### config.mk
export PLATFORM = sky130hd
export DESIGN_NAME = http_request_byte_parser
export DESIGN_NICKNAME = d
export VERILOG_FILES = /design/src/hdl/hrbp_pkg.sv /design/src/hdl/http_request_byte_parser.sv
export SDC_FILE = /design/constraint.sdc
export NUM_CORES = 1
export LEC_CHECK = 0
export BUFFER_PORTS_ARGS = -buffer_cell sky130_fd_sc_hd__buf_2
export CAP_MARGIN = 20
export CELL_PAD_IN_SITES_DETAIL_PLACEMENT = 1
export CELL_PAD_IN_SITES_GLOBAL_PLACEMENT = 1
export CORE_AREA = 2 2 95 97
export DETAILED_ROUTE_END_ITERATION = 7
export DIE_AREA = 0 0 97 99
export PLACE_DENSITY_LB_ADDON = 0.1
export SKIP_CTS_REPAIR_TIMING = 1
export SLEW_MARGIN = 15
export SYNTH_ARGS = -nofsm -noshare
export SYNTH_HDL_FRONTEND = slang
export SYNTH_SLANG_ARGS = --single-unit
### constraint.sdc
create_clock -name i_clk -period 7.3 [get_ports i_clk]
set_input_delay 1.46 -clock i_clk [delete_from_list [all_inputs] [get_ports i_clk]]
set_output_delay 1.46 -clock i_clk [all_outputs]
set_load 0.05 [all_outputs]
### src/hdl/hrbp_pkg.sv
// ----------------------------------------------------------------------------
// HTTP request byte parser package
// Shared types, constants and the method recogniser for the request parser.
// ----------------------------------------------------------------------------
`default_nettype none

package hrbp_pkg;

    // Bound on the method token length; a token of this length or more is an error.
    localparam int MaxMethodLen = 8;
    // Width of the method length counter, which saturates at MaxMethodLen.
    localparam int LenW = $clog2(MaxMethodLen + 1);
    // Number of method bytes kept for comparison.
    localparam int MethodBytes = 8;
    localparam int MethodCharW = 8 * MethodBytes;

    // Character codes used by the parser.
    localparam logic [7:0] ChSpace = 8'h20;
    localparam logic [7:0] ChQuery = 8'h3F;
    localparam logic [7:0] ChEquals = 8'h3D;
    localparam logic [7:0] ChAmp = 8'h26;
    localparam logic [7:0] ChCr = 8'h0D;
    localparam logic [7:0] ChLf = 8'h0A;

    // Parsing phases of one request.
    typedef enum logic [2:0] {
        PH_METHOD   = 3'd0,
        PH_RESOURCE = 3'd1,
        PH_KEY      = 3'd2,
        PH_VALUE    = 3'd3,
        PH_HEADER   = 3'd4,
        PH_BODY     = 3'd5
    } t_phase;

    // Label given to each byte.
    typedef enum logic [3:0] {
        CLS_METHOD      = 4'd0,
        CLS_METHOD_END  = 4'd1,
        CLS_RESOURCE    = 4'd2,
        CLS_QUERY_START = 4'd3,
        CLS_KEY         = 4'd4,
        CLS_KEY_END     = 4'd5,
        CLS_VALUE       = 4'd6,
        CLS_VALUE_END   = 4'd7,
        CLS_HEADER      = 4'd8,
        CLS_TERMINATOR  = 4'd9,
        CLS_BODY        = 4'd10
    } t_byte_class;

    // Recognised methods.
    typedef enum logic [2:0] {
        MTH_GET     = 3'd0,
        MTH_POST    = 3'd1,
        MTH_HEAD    = 3'd2,
        MTH_OPTIONS = 3'd3,
        MTH_PUT     = 3'd4,
        MTH_DELETE  = 3'd5,
        MTH_TRACE   = 3'd6,
        MTH_ERROR   = 3'd7
    } t_method;

    // Match the collected token against the known methods. The whole token must
    // match, so the length takes part in the comparison.
    function automatic t_method classify_method(
        input logic [MethodCharW-1:0] chars,
        input logic [LenW-1:0]        len
    );
        t_method code;
        code = MTH_ERROR;
        if (int'(len) < MaxMethodLen && int'(len) <= MethodBytes) begin
            if (int'(len) == 3 && chars == MethodCharW'(64'h474554)) begin
                code = MTH_GET;
            end else if (int'(len) == 4 && chars == MethodCharW'(64'h504F5354)) begin
                code = MTH_POST;
            end else if (int'(len) == 4 && chars == MethodCharW'(64'h48454144)) begin
                code = MTH_HEAD;
            end else if (int'(len) == 7 && chars == MethodCharW'(64'h4F5054494F4E53)) begin
                code = MTH_OPTIONS;
            end else if (int'(len) == 3 && chars == MethodCharW'(64'h505554)) begin
                code = MTH_PUT;
            end else if (int'(len) == 6 && chars == MethodCharW'(64'h44454C455445)) begin
                code = MTH_DELETE;
            end else if (int'(len) == 5 && chars == MethodCharW'(64'h5452414345)) begin
                code = MTH_TRACE;
            end
        end
        return code;
    endfunction

endpackage

`default_nettype wire

### src/hdl/http_request_byte_parser.sv
// ----------------------------------------------------------------------------
// HTTP request byte parser
// Labels every byte of an HTTP request with its role in the request line,
// query string, headers or body, and reports the recognised method.
// ----------------------------------------------------------------------------
//
// The parser takes one request byte per clock cycle while its output is taken
// and returns one labelled byte for each; the label for a byte appears on the
// output in the cycle after its transfer is accepted and is held in an output
// register until taken. A new byte is accepted in every cycle in which that
// register is empty or is being emptied, so while the output is not stalled
// the sustained rate is one byte per cycle. Set the start flag on the first
// byte of each request; it clears the method, phase and terminator tracking
// before that byte is handled.
`default_nettype none

module http_request_byte_parser (
    input  wire logic       i_clk,
    input  wire logic       i_rst_n,
    // Request byte stream.
    input  wire logic       i_s_axis_tvalid,
    output logic            o_s_axis_tready,
    input  wire logic [7:0] i_s_axis_tdata,  // [7:0] data_byte
    input  wire logic       i_s_axis_tuser,  // [0] start_of_request
    // Labelled byte stream.
    output logic            o_m_axis_tvalid,
    input  wire logic       i_m_axis_tready,
    output logic [7:0]      o_m_axis_tdata,  // [7:0] byte_out
    output logic [9:0]      o_m_axis_tuser   // [3:0] byte_class, [6:4] method_code,
                                             // [7] method_done, [8] pair_done,
                                             // [9] key_unpaired
);

    // Parser state.
    hrbp_pkg::t_phase                  r_phase, n_phase;
    logic [hrbp_pkg::MethodCharW-1:0]  r_chars, n_chars;
    logic [hrbp_pkg::LenW-1:0]         r_len, n_len;
    hrbp_pkg::t_method                 r_method, n_method;
    logic [1:0]                        r_prog, n_prog;

    // Output register.
    logic                              r_out_valid;
    logic [7:0]                        r_out_byte;
    logic [9:0]                        r_out_user;

    // State as seen by the current byte, after a start-of-request clear.
    hrbp_pkg::t_phase                  e_phase;
    logic [hrbp_pkg::MethodCharW-1:0]  e_chars;
    logic [hrbp_pkg::LenW-1:0]         e_len;
    hrbp_pkg::t_method                 e_method;
    logic [1:0]                        e_prog;

    logic                              accept;
    logic [7:0]                        b;
    logic                              term_done;
    hrbp_pkg::t_byte_class             cls;
    logic                              mdone;
    logic                              pdone;
    logic                              unpaired;

    assign accept = i_s_axis_tvalid && o_s_axis_tready;
    assign o_s_axis_tready = !r_out_valid || i_m_axis_tready;
    assign b = i_s_axis_tdata;

    // Clear the tracking state when a new request begins.
    always_comb begin
        if (i_s_axis_tuser) begin
            e_phase  = hrbp_pkg::PH_METHOD;
            e_chars  = '0;
            e_len    = '0;
            e_method = hrbp_pkg::MTH_ERROR;
            e_prog   = '0;
        end else begin
            e_phase  = r_phase;
            e_chars  = r_chars;
            e_len    = r_len;
            e_method = r_method;
            e_prog   = r_prog;
        end
    end

    // Search for CR LF CR LF in every byte before the body.
    always_comb begin
        term_done = 1'b0;
        n_prog    = e_prog;
        if (e_phase != hrbp_pkg::PH_BODY) begin
            if (b == (e_prog[0] ? hrbp_pkg::ChLf : hrbp_pkg::ChCr)) begin
                n_prog    = e_prog + 2'd1;
                term_done = (e_prog == 2'd3);
            end else begin
                n_prog = (b == hrbp_pkg::ChCr) ? 2'd1 : 2'd0;
            end
        end
    end

    // Next phase and method tracking.
    always_comb begin
        n_phase  = e_phase;
        n_chars  = e_chars;
        n_len    = e_len;
        n_method = e_method;
        if (e_phase != hrbp_pkg::PH_BODY) begin
            if (term_done) begin
                n_phase = hrbp_pkg::PH_BODY;
            end else begin
                case (e_phase)
                    hrbp_pkg::PH_METHOD: begin
                        if (b == hrbp_pkg::ChSpace) begin
                            n_method = hrbp_pkg::classify_method(e_chars, e_len);
                            n_phase  = hrbp_pkg::PH_RESOURCE;
                        end else begin
                            if (int'(e_len) < hrbp_pkg::MethodBytes) begin
                                n_chars = {e_chars[hrbp_pkg::MethodCharW-9:0], b};
                            end
                            if (int'(e_len) < hrbp_pkg::MaxMethodLen) begin
                                n_len = e_len + hrbp_pkg::LenW'(1);
                            end
                        end
                    end
                    hrbp_pkg::PH_RESOURCE: begin
                        if (b == hrbp_pkg::ChQuery) begin
                            n_phase = hrbp_pkg::PH_KEY;
                        end else if (b == hrbp_pkg::ChSpace) begin
                            n_phase = hrbp_pkg::PH_HEADER;
                        end
                    end
                    hrbp_pkg::PH_KEY: begin
                        if (b == hrbp_pkg::ChEquals) begin
                            n_phase = hrbp_pkg::PH_VALUE;
                        end else if (b == hrbp_pkg::ChSpace) begin
                            n_phase = hrbp_pkg::PH_HEADER;
                        end
                    end
                    hrbp_pkg::PH_VALUE: begin
                        if (b == hrbp_pkg::ChAmp) begin
                            n_phase = hrbp_pkg::PH_KEY;
                        end else if (b == hrbp_pkg::ChSpace) begin
                            n_phase = hrbp_pkg::PH_HEADER;
                        end
                    end
                    default: begin
                        n_phase = hrbp_pkg::PH_HEADER;
                    end
                endcase
            end
        end
    end

    // Byte label and event flags.
    always_comb begin
        cls      = hrbp_pkg::CLS_HEADER;
        mdone    = 1'b0;
        pdone    = 1'b0;
        unpaired = 1'b0;
        if (e_phase == hrbp_pkg::PH_BODY) begin
            cls = hrbp_pkg::CLS_BODY;
        end else if (term_done) begin
            cls = hrbp_pkg::CLS_TERMINATOR;
        end else begin
            case (e_phase)
                hrbp_pkg::PH_METHOD: begin
                    if (b == hrbp_pkg::ChSpace) begin
                        cls   = hrbp_pkg::CLS_METHOD_END;
                        mdone = 1'b1;
                    end else begin
                        cls = hrbp_pkg::CLS_METHOD;
                    end
                end
                hrbp_pkg::PH_RESOURCE: begin
                    if (b == hrbp_pkg::ChQuery) begin
                        cls = hrbp_pkg::CLS_QUERY_START;
                    end else if (b == hrbp_pkg::ChSpace) begin
                        cls = hrbp_pkg::CLS_HEADER;
                    end else begin
                        cls = hrbp_pkg::CLS_RESOURCE;
                    end
                end
                hrbp_pkg::PH_KEY: begin
                    if (b == hrbp_pkg::ChEquals) begin
                        cls = hrbp_pkg::CLS_KEY_END;
                    end else if (b == hrbp_pkg::ChSpace) begin
                        cls      = hrbp_pkg::CLS_KEY_END;
                        unpaired = 1'b1;
                    end else begin
                        cls = hrbp_pkg::CLS_KEY;
                    end
                end
                hrbp_pkg::PH_VALUE: begin
                    if (b == hrbp_pkg::ChAmp || b == hrbp_pkg::ChSpace) begin
                        cls   = hrbp_pkg::CLS_VALUE_END;
                        pdone = 1'b1;
                    end else begin
                        cls = hrbp_pkg::CLS_VALUE;
                    end
                end
                default: begin
                    cls = hrbp_pkg::CLS_HEADER;
                end
            endcase
        end
    end

    // State registers, updated on each accepted transfer.
    always_ff @(posedge i_clk) begin
        if (!i_rst_n) begin
            r_phase  <= hrbp_pkg::PH_METHOD;
            r_chars  <= '0;
            r_len    <= '0;
            r_method <= hrbp_pkg::MTH_ERROR;
            r_prog   <= '0;
        end else if (accept) begin
            r_phase  <= n_phase;
            r_chars  <= n_chars;
            r_len    <= n_len;
            r_method <= n_method;
            r_prog   <= n_prog;
        end
    end

    // Output valid flag.
    always_ff @(posedge i_clk) begin
        if (!i_rst_n) begin
            r_out_valid <= 1'b0;
        end else if (accept) begin
            r_out_valid <= 1'b1;
        end else if (i_m_axis_tready) begin
            r_out_valid <= 1'b0;
        end
    end

    // Output payload, loaded with each accepted transfer.
    always_ff @(posedge i_clk) begin
        if (accept) begin
            r_out_byte <= b;
            r_out_user <= {unpaired, pdone, mdone, n_method, cls};
        end
    end

    assign o_m_axis_tvalid = r_out_valid;
    assign o_m_axis_tdata  = r_out_byte;
    assign o_m_axis_tuser  = r_out_user;

endmodule

`default_nettype wire

==> flow_summary.ini <==
[logic_synthesis]
synth_area_mm2 = 0.00416
synth_cells = 402
ys.flop_type = dfxtp_1
async_flop_share_pct = 0
synth_common_cells = dfxtp_1 (77), a22o_1 (65), nor2_1 (37)
yosys.cell_types.count = 52
yosysMostFrequentCell = dfxtp_1
synth_top_area_cell = dfxtp_1
ys_seq_area_share_pct = 50.1
ys_warn_count = 0
synth_edf_count = 18
synth_top_area_share_pct = 37.1
ys_ff_latch = 95
avgSynthCellArea_um2 = 10.3
synth.area.top_cells = dfxtp_1 (37%), a22o_1 (14%), edfxtp_1 (13%), nor2_1 (3.3%), nand3_1 (2.2%)
syn_nets = 420

[critical_path]
worstPathArrival_ns = 3.80
critPathBufInv = 3
cp-endpoint = o_m_axis_tuser[6]
reg2reg_to = r_chars[33]
start_kind = input pin
critPathLaunch = i_s_axis_tuser
crit_path_frequent_cell = inv_1
cpMaxStageDelayCell = o221ai_1
r2r_start = o_m_axis_tvalid
crit_required_ns = 7.36
path_cells = buf_2 -> inv_1 -> nand2_1 -> inv_1 -> ha_1 -> nor4bb_1 -> nand3b_1 -> nor3_1 -> nand4_1 -> o221ai_1 -> a21oi_1
rrSetupSlack_ns = 4.74
critPathCaptureType = flop
r2r_cells = 8
cp_max_fo = 27
crit_family = simple AND/OR/NAND/NOR gates
max_stage_delay_ns = 0.36
cp_num_cells = 11
critical_path_class = input pin to flop

[cts]
clk_pin_slew_ns = 0.10
cts_tree = built
ctsRootBufferMaster = clkbuf_8
numCtsBuffers = 9
clk-insertion-delay-late_ns = 0.35
clockBufferDepth = 2
clkSinkCount = 95
cts_max_level = 3

[routing]
dr_total_vias = 3352
routed_wl_um = 11200
vias_per_cell = 6.21
antenna_left = 0
drt_iter0_markers = 230
routedWlPerCell_um = 20.7
drtPass1Iterations = 4
drc = 0

[placement]
dp_hpwl_um = 7940
io_buffers = 32
placed_cells = 524
place_congestion = 0.915

[sta]
setup_tns_ns = 0
min_period_ns = 3.75
worstMarginPinSlew_ns = 1.01
slew_viol_final = 0
hold_viol_final = 0
rsz0062_at_grt = false
fmax_mhz = 267
fin_skew_ns = 0.0148
timing.slew.headroom_pct = 32.0
min_period_over_period_pct = 51.3
setup_violations = 0

[layout]
antenna_cells = 0
final_layout_size_suffix_gt1_share_pct = 14.1
nets = 445
final_cells = 540
area_delta_synth_final_pct = 8.78

[run_status]
status = completed

[power_and_ir_drop]
cellLeakagePower_nw = 1.66
power.density_mw_per_mm2 = 212
peakVddDrop_mv = 0.115

[floorplan]
num_io_pins = 33
start_util_pct = 48.6
die_w_um = 97
rows = 34
die_area_mm2 = 0.00960
core_mm2 = 0.00855
die_h_um = 99

[global_route]
first_global_vias = 3282
grt-ovfl-total = 0
grtUsageTotal_pct = 23.6
grt_max_degree = 67
grt_pass1_wl_um = 18100
antenna_found_initial = 0

[min_path]
hold_class = flop to flop
whs_path_depth = 2

[job]
max_cap_viol_count = 0
how the worst min path moves through the flow:
stage               slack [ns]         from          end
floorplan                 0.45  r_chars[58]  r_chars[58]
global placement          0.46  r_chars[62]  r_chars[62]
detailed placement        0.48   r_chars[6]  r_chars[14]
CTS                       0.50     r_len[1]     r_len[3]
global route              0.51  r_chars[62]  r_chars[62]
finish                    0.49     r_len[1]     r_len[3]
per-stage QoR:
| stage | area (um2) | worst slack [ns] | hold slack, ns | total power, mW | utilization (%) |
|---|---|---|---|---|---|
| 2_1_floorplan | 4160 | 3.71 | 0.450 | 0.620 | - |
| 3_3_place_gp | 4340 | 3.27 | 0.463 | 0.638 | 50.7 |
| 3_5_place_dp | 4340 | 3.24 | 0.482 | 0.640 | 50.7 |
| 4_1_cts | 4520 | 3.60 | 0.495 | 0.971 | 52.9 |
| 5_1_grt | 4520 | 3.36 | 0.511 | 0.997 | 52.9 |
| 6_report | 4520 | 3.55 | 0.493 | 0.961 | 52.9 |
area by class of cell:
| type | instances | area [um2] |
|---|---|---|
| fill | 976 | 4030 |
| sequential | 95 | 2080 |
| multi-input combinational | 278 | 1910 |
| timing repair buffer | 35 | 183 |
| clock buffer | 11 | 153 |
| tap | 108 | 135 |
| clock inverter | 5 | 35.0 |
| inverter | 8 | 30.0 |
worst min-delay path, cell delays in order (launching register included):
cell     delay (ns)
dfxtp_1        0.33
nand3_1        0.07
o22ai_1        0.06
registers in the layout, summed over array words and instances (netlist names):
name             flops
r_len                4
r_prog               2
o_m_axis_tvalid      1
o_m_axis_tuser      10
r_chars             64
r_phase              3
o_m_axis_tdata       8
r_method             3
cell families (layout without fill, tap and decap cells):
family,after synthesis,in the layout,synth area share (%)
and+or+nand+nor,163,163,23.1
AOI/OAI and AO/OA,108,108,20.5
DFF,95,95,50.1
buffers and inverters,29,59,4.30
adders and majority gates,5,5,1.50
xor gates and xnor gates,1,1,0.211
muxes,1,1,0.361
power breakdown:
| group | total [mW] | switching, mW | internal, mW | leakage [nW] |
|---|---|---|---|---|
| sequential | 0.552 | 0.00832 | 0.544 | 0.790 |
| combinational | 0.0753 | 0.0570 | 0.0183 | 0.773 |
| clock | 0.333 | 0.187 | 0.147 | 0.0963 |
| total | 0.961 | 0.252 | 0.709 | 1.66 |
placed cells by master (no fill, tap or decap), types with 2 or more instances in the layout:
| master | synthesis | routed |
|---|---|---|
| nand3b_1 | 6 | 6 |
| o31ai_1 | 2 | 2 |
| a41oi_1 | 2 | 2 |
| nor4b_1 | 8 | 8 |
| a22o_1 | 65 | 65 |
| nor4bb_1 | 2 | 2 |
| or4_1 | 4 | 4 |
| nor2b_1 | 7 | 7 |
| nand2_1 | 23 | 23 |
| nand4b_1 | 4 | 4 |
| clkbuf_8 | 0 | 9 |
| nand3_1 | 18 | 18 |
| o22ai_1 | 2 | 2 |
| a21oi_1 | 13 | 13 |
| dfxtp_1 | 77 | 77 |
| nand2b_1 | 3 | 3 |
| buf_2 | 5 | 32 |
| nor3_4 | 2 | 2 |
| o21ai_0 | 11 | 11 |
| nand4_1 | 10 | 10 |
| nor3_1 | 13 | 13 |
| nor3b_1 | 4 | 4 |
| nor2_1 | 37 | 37 |
| o211ai_1 | 3 | 3 |
| inv_1 | 8 | 8 |
| buf_4 | 5 | 3 |
| edfxtp_1 | 18 | 18 |
| nor4_1 | 10 | 10 |
| o221a_2 | 2 | 2 |
| and4b_1 | 2 | 2 |
| inv_4 | 0 | 3 |
| ha_1 | 5 | 5 |
metal layers:
metal	vias up	share of wire, %	wire length, um	track usage (%)
li1	1608	-	-	-
met1	1654	49	5490	34.6
met2	80	45	5040	36.2
met3	10	4.7	519	3.97
met4	0	0.97	108	6.39
met5	-	0	0	0
Power figures use the tool's default switching activity.
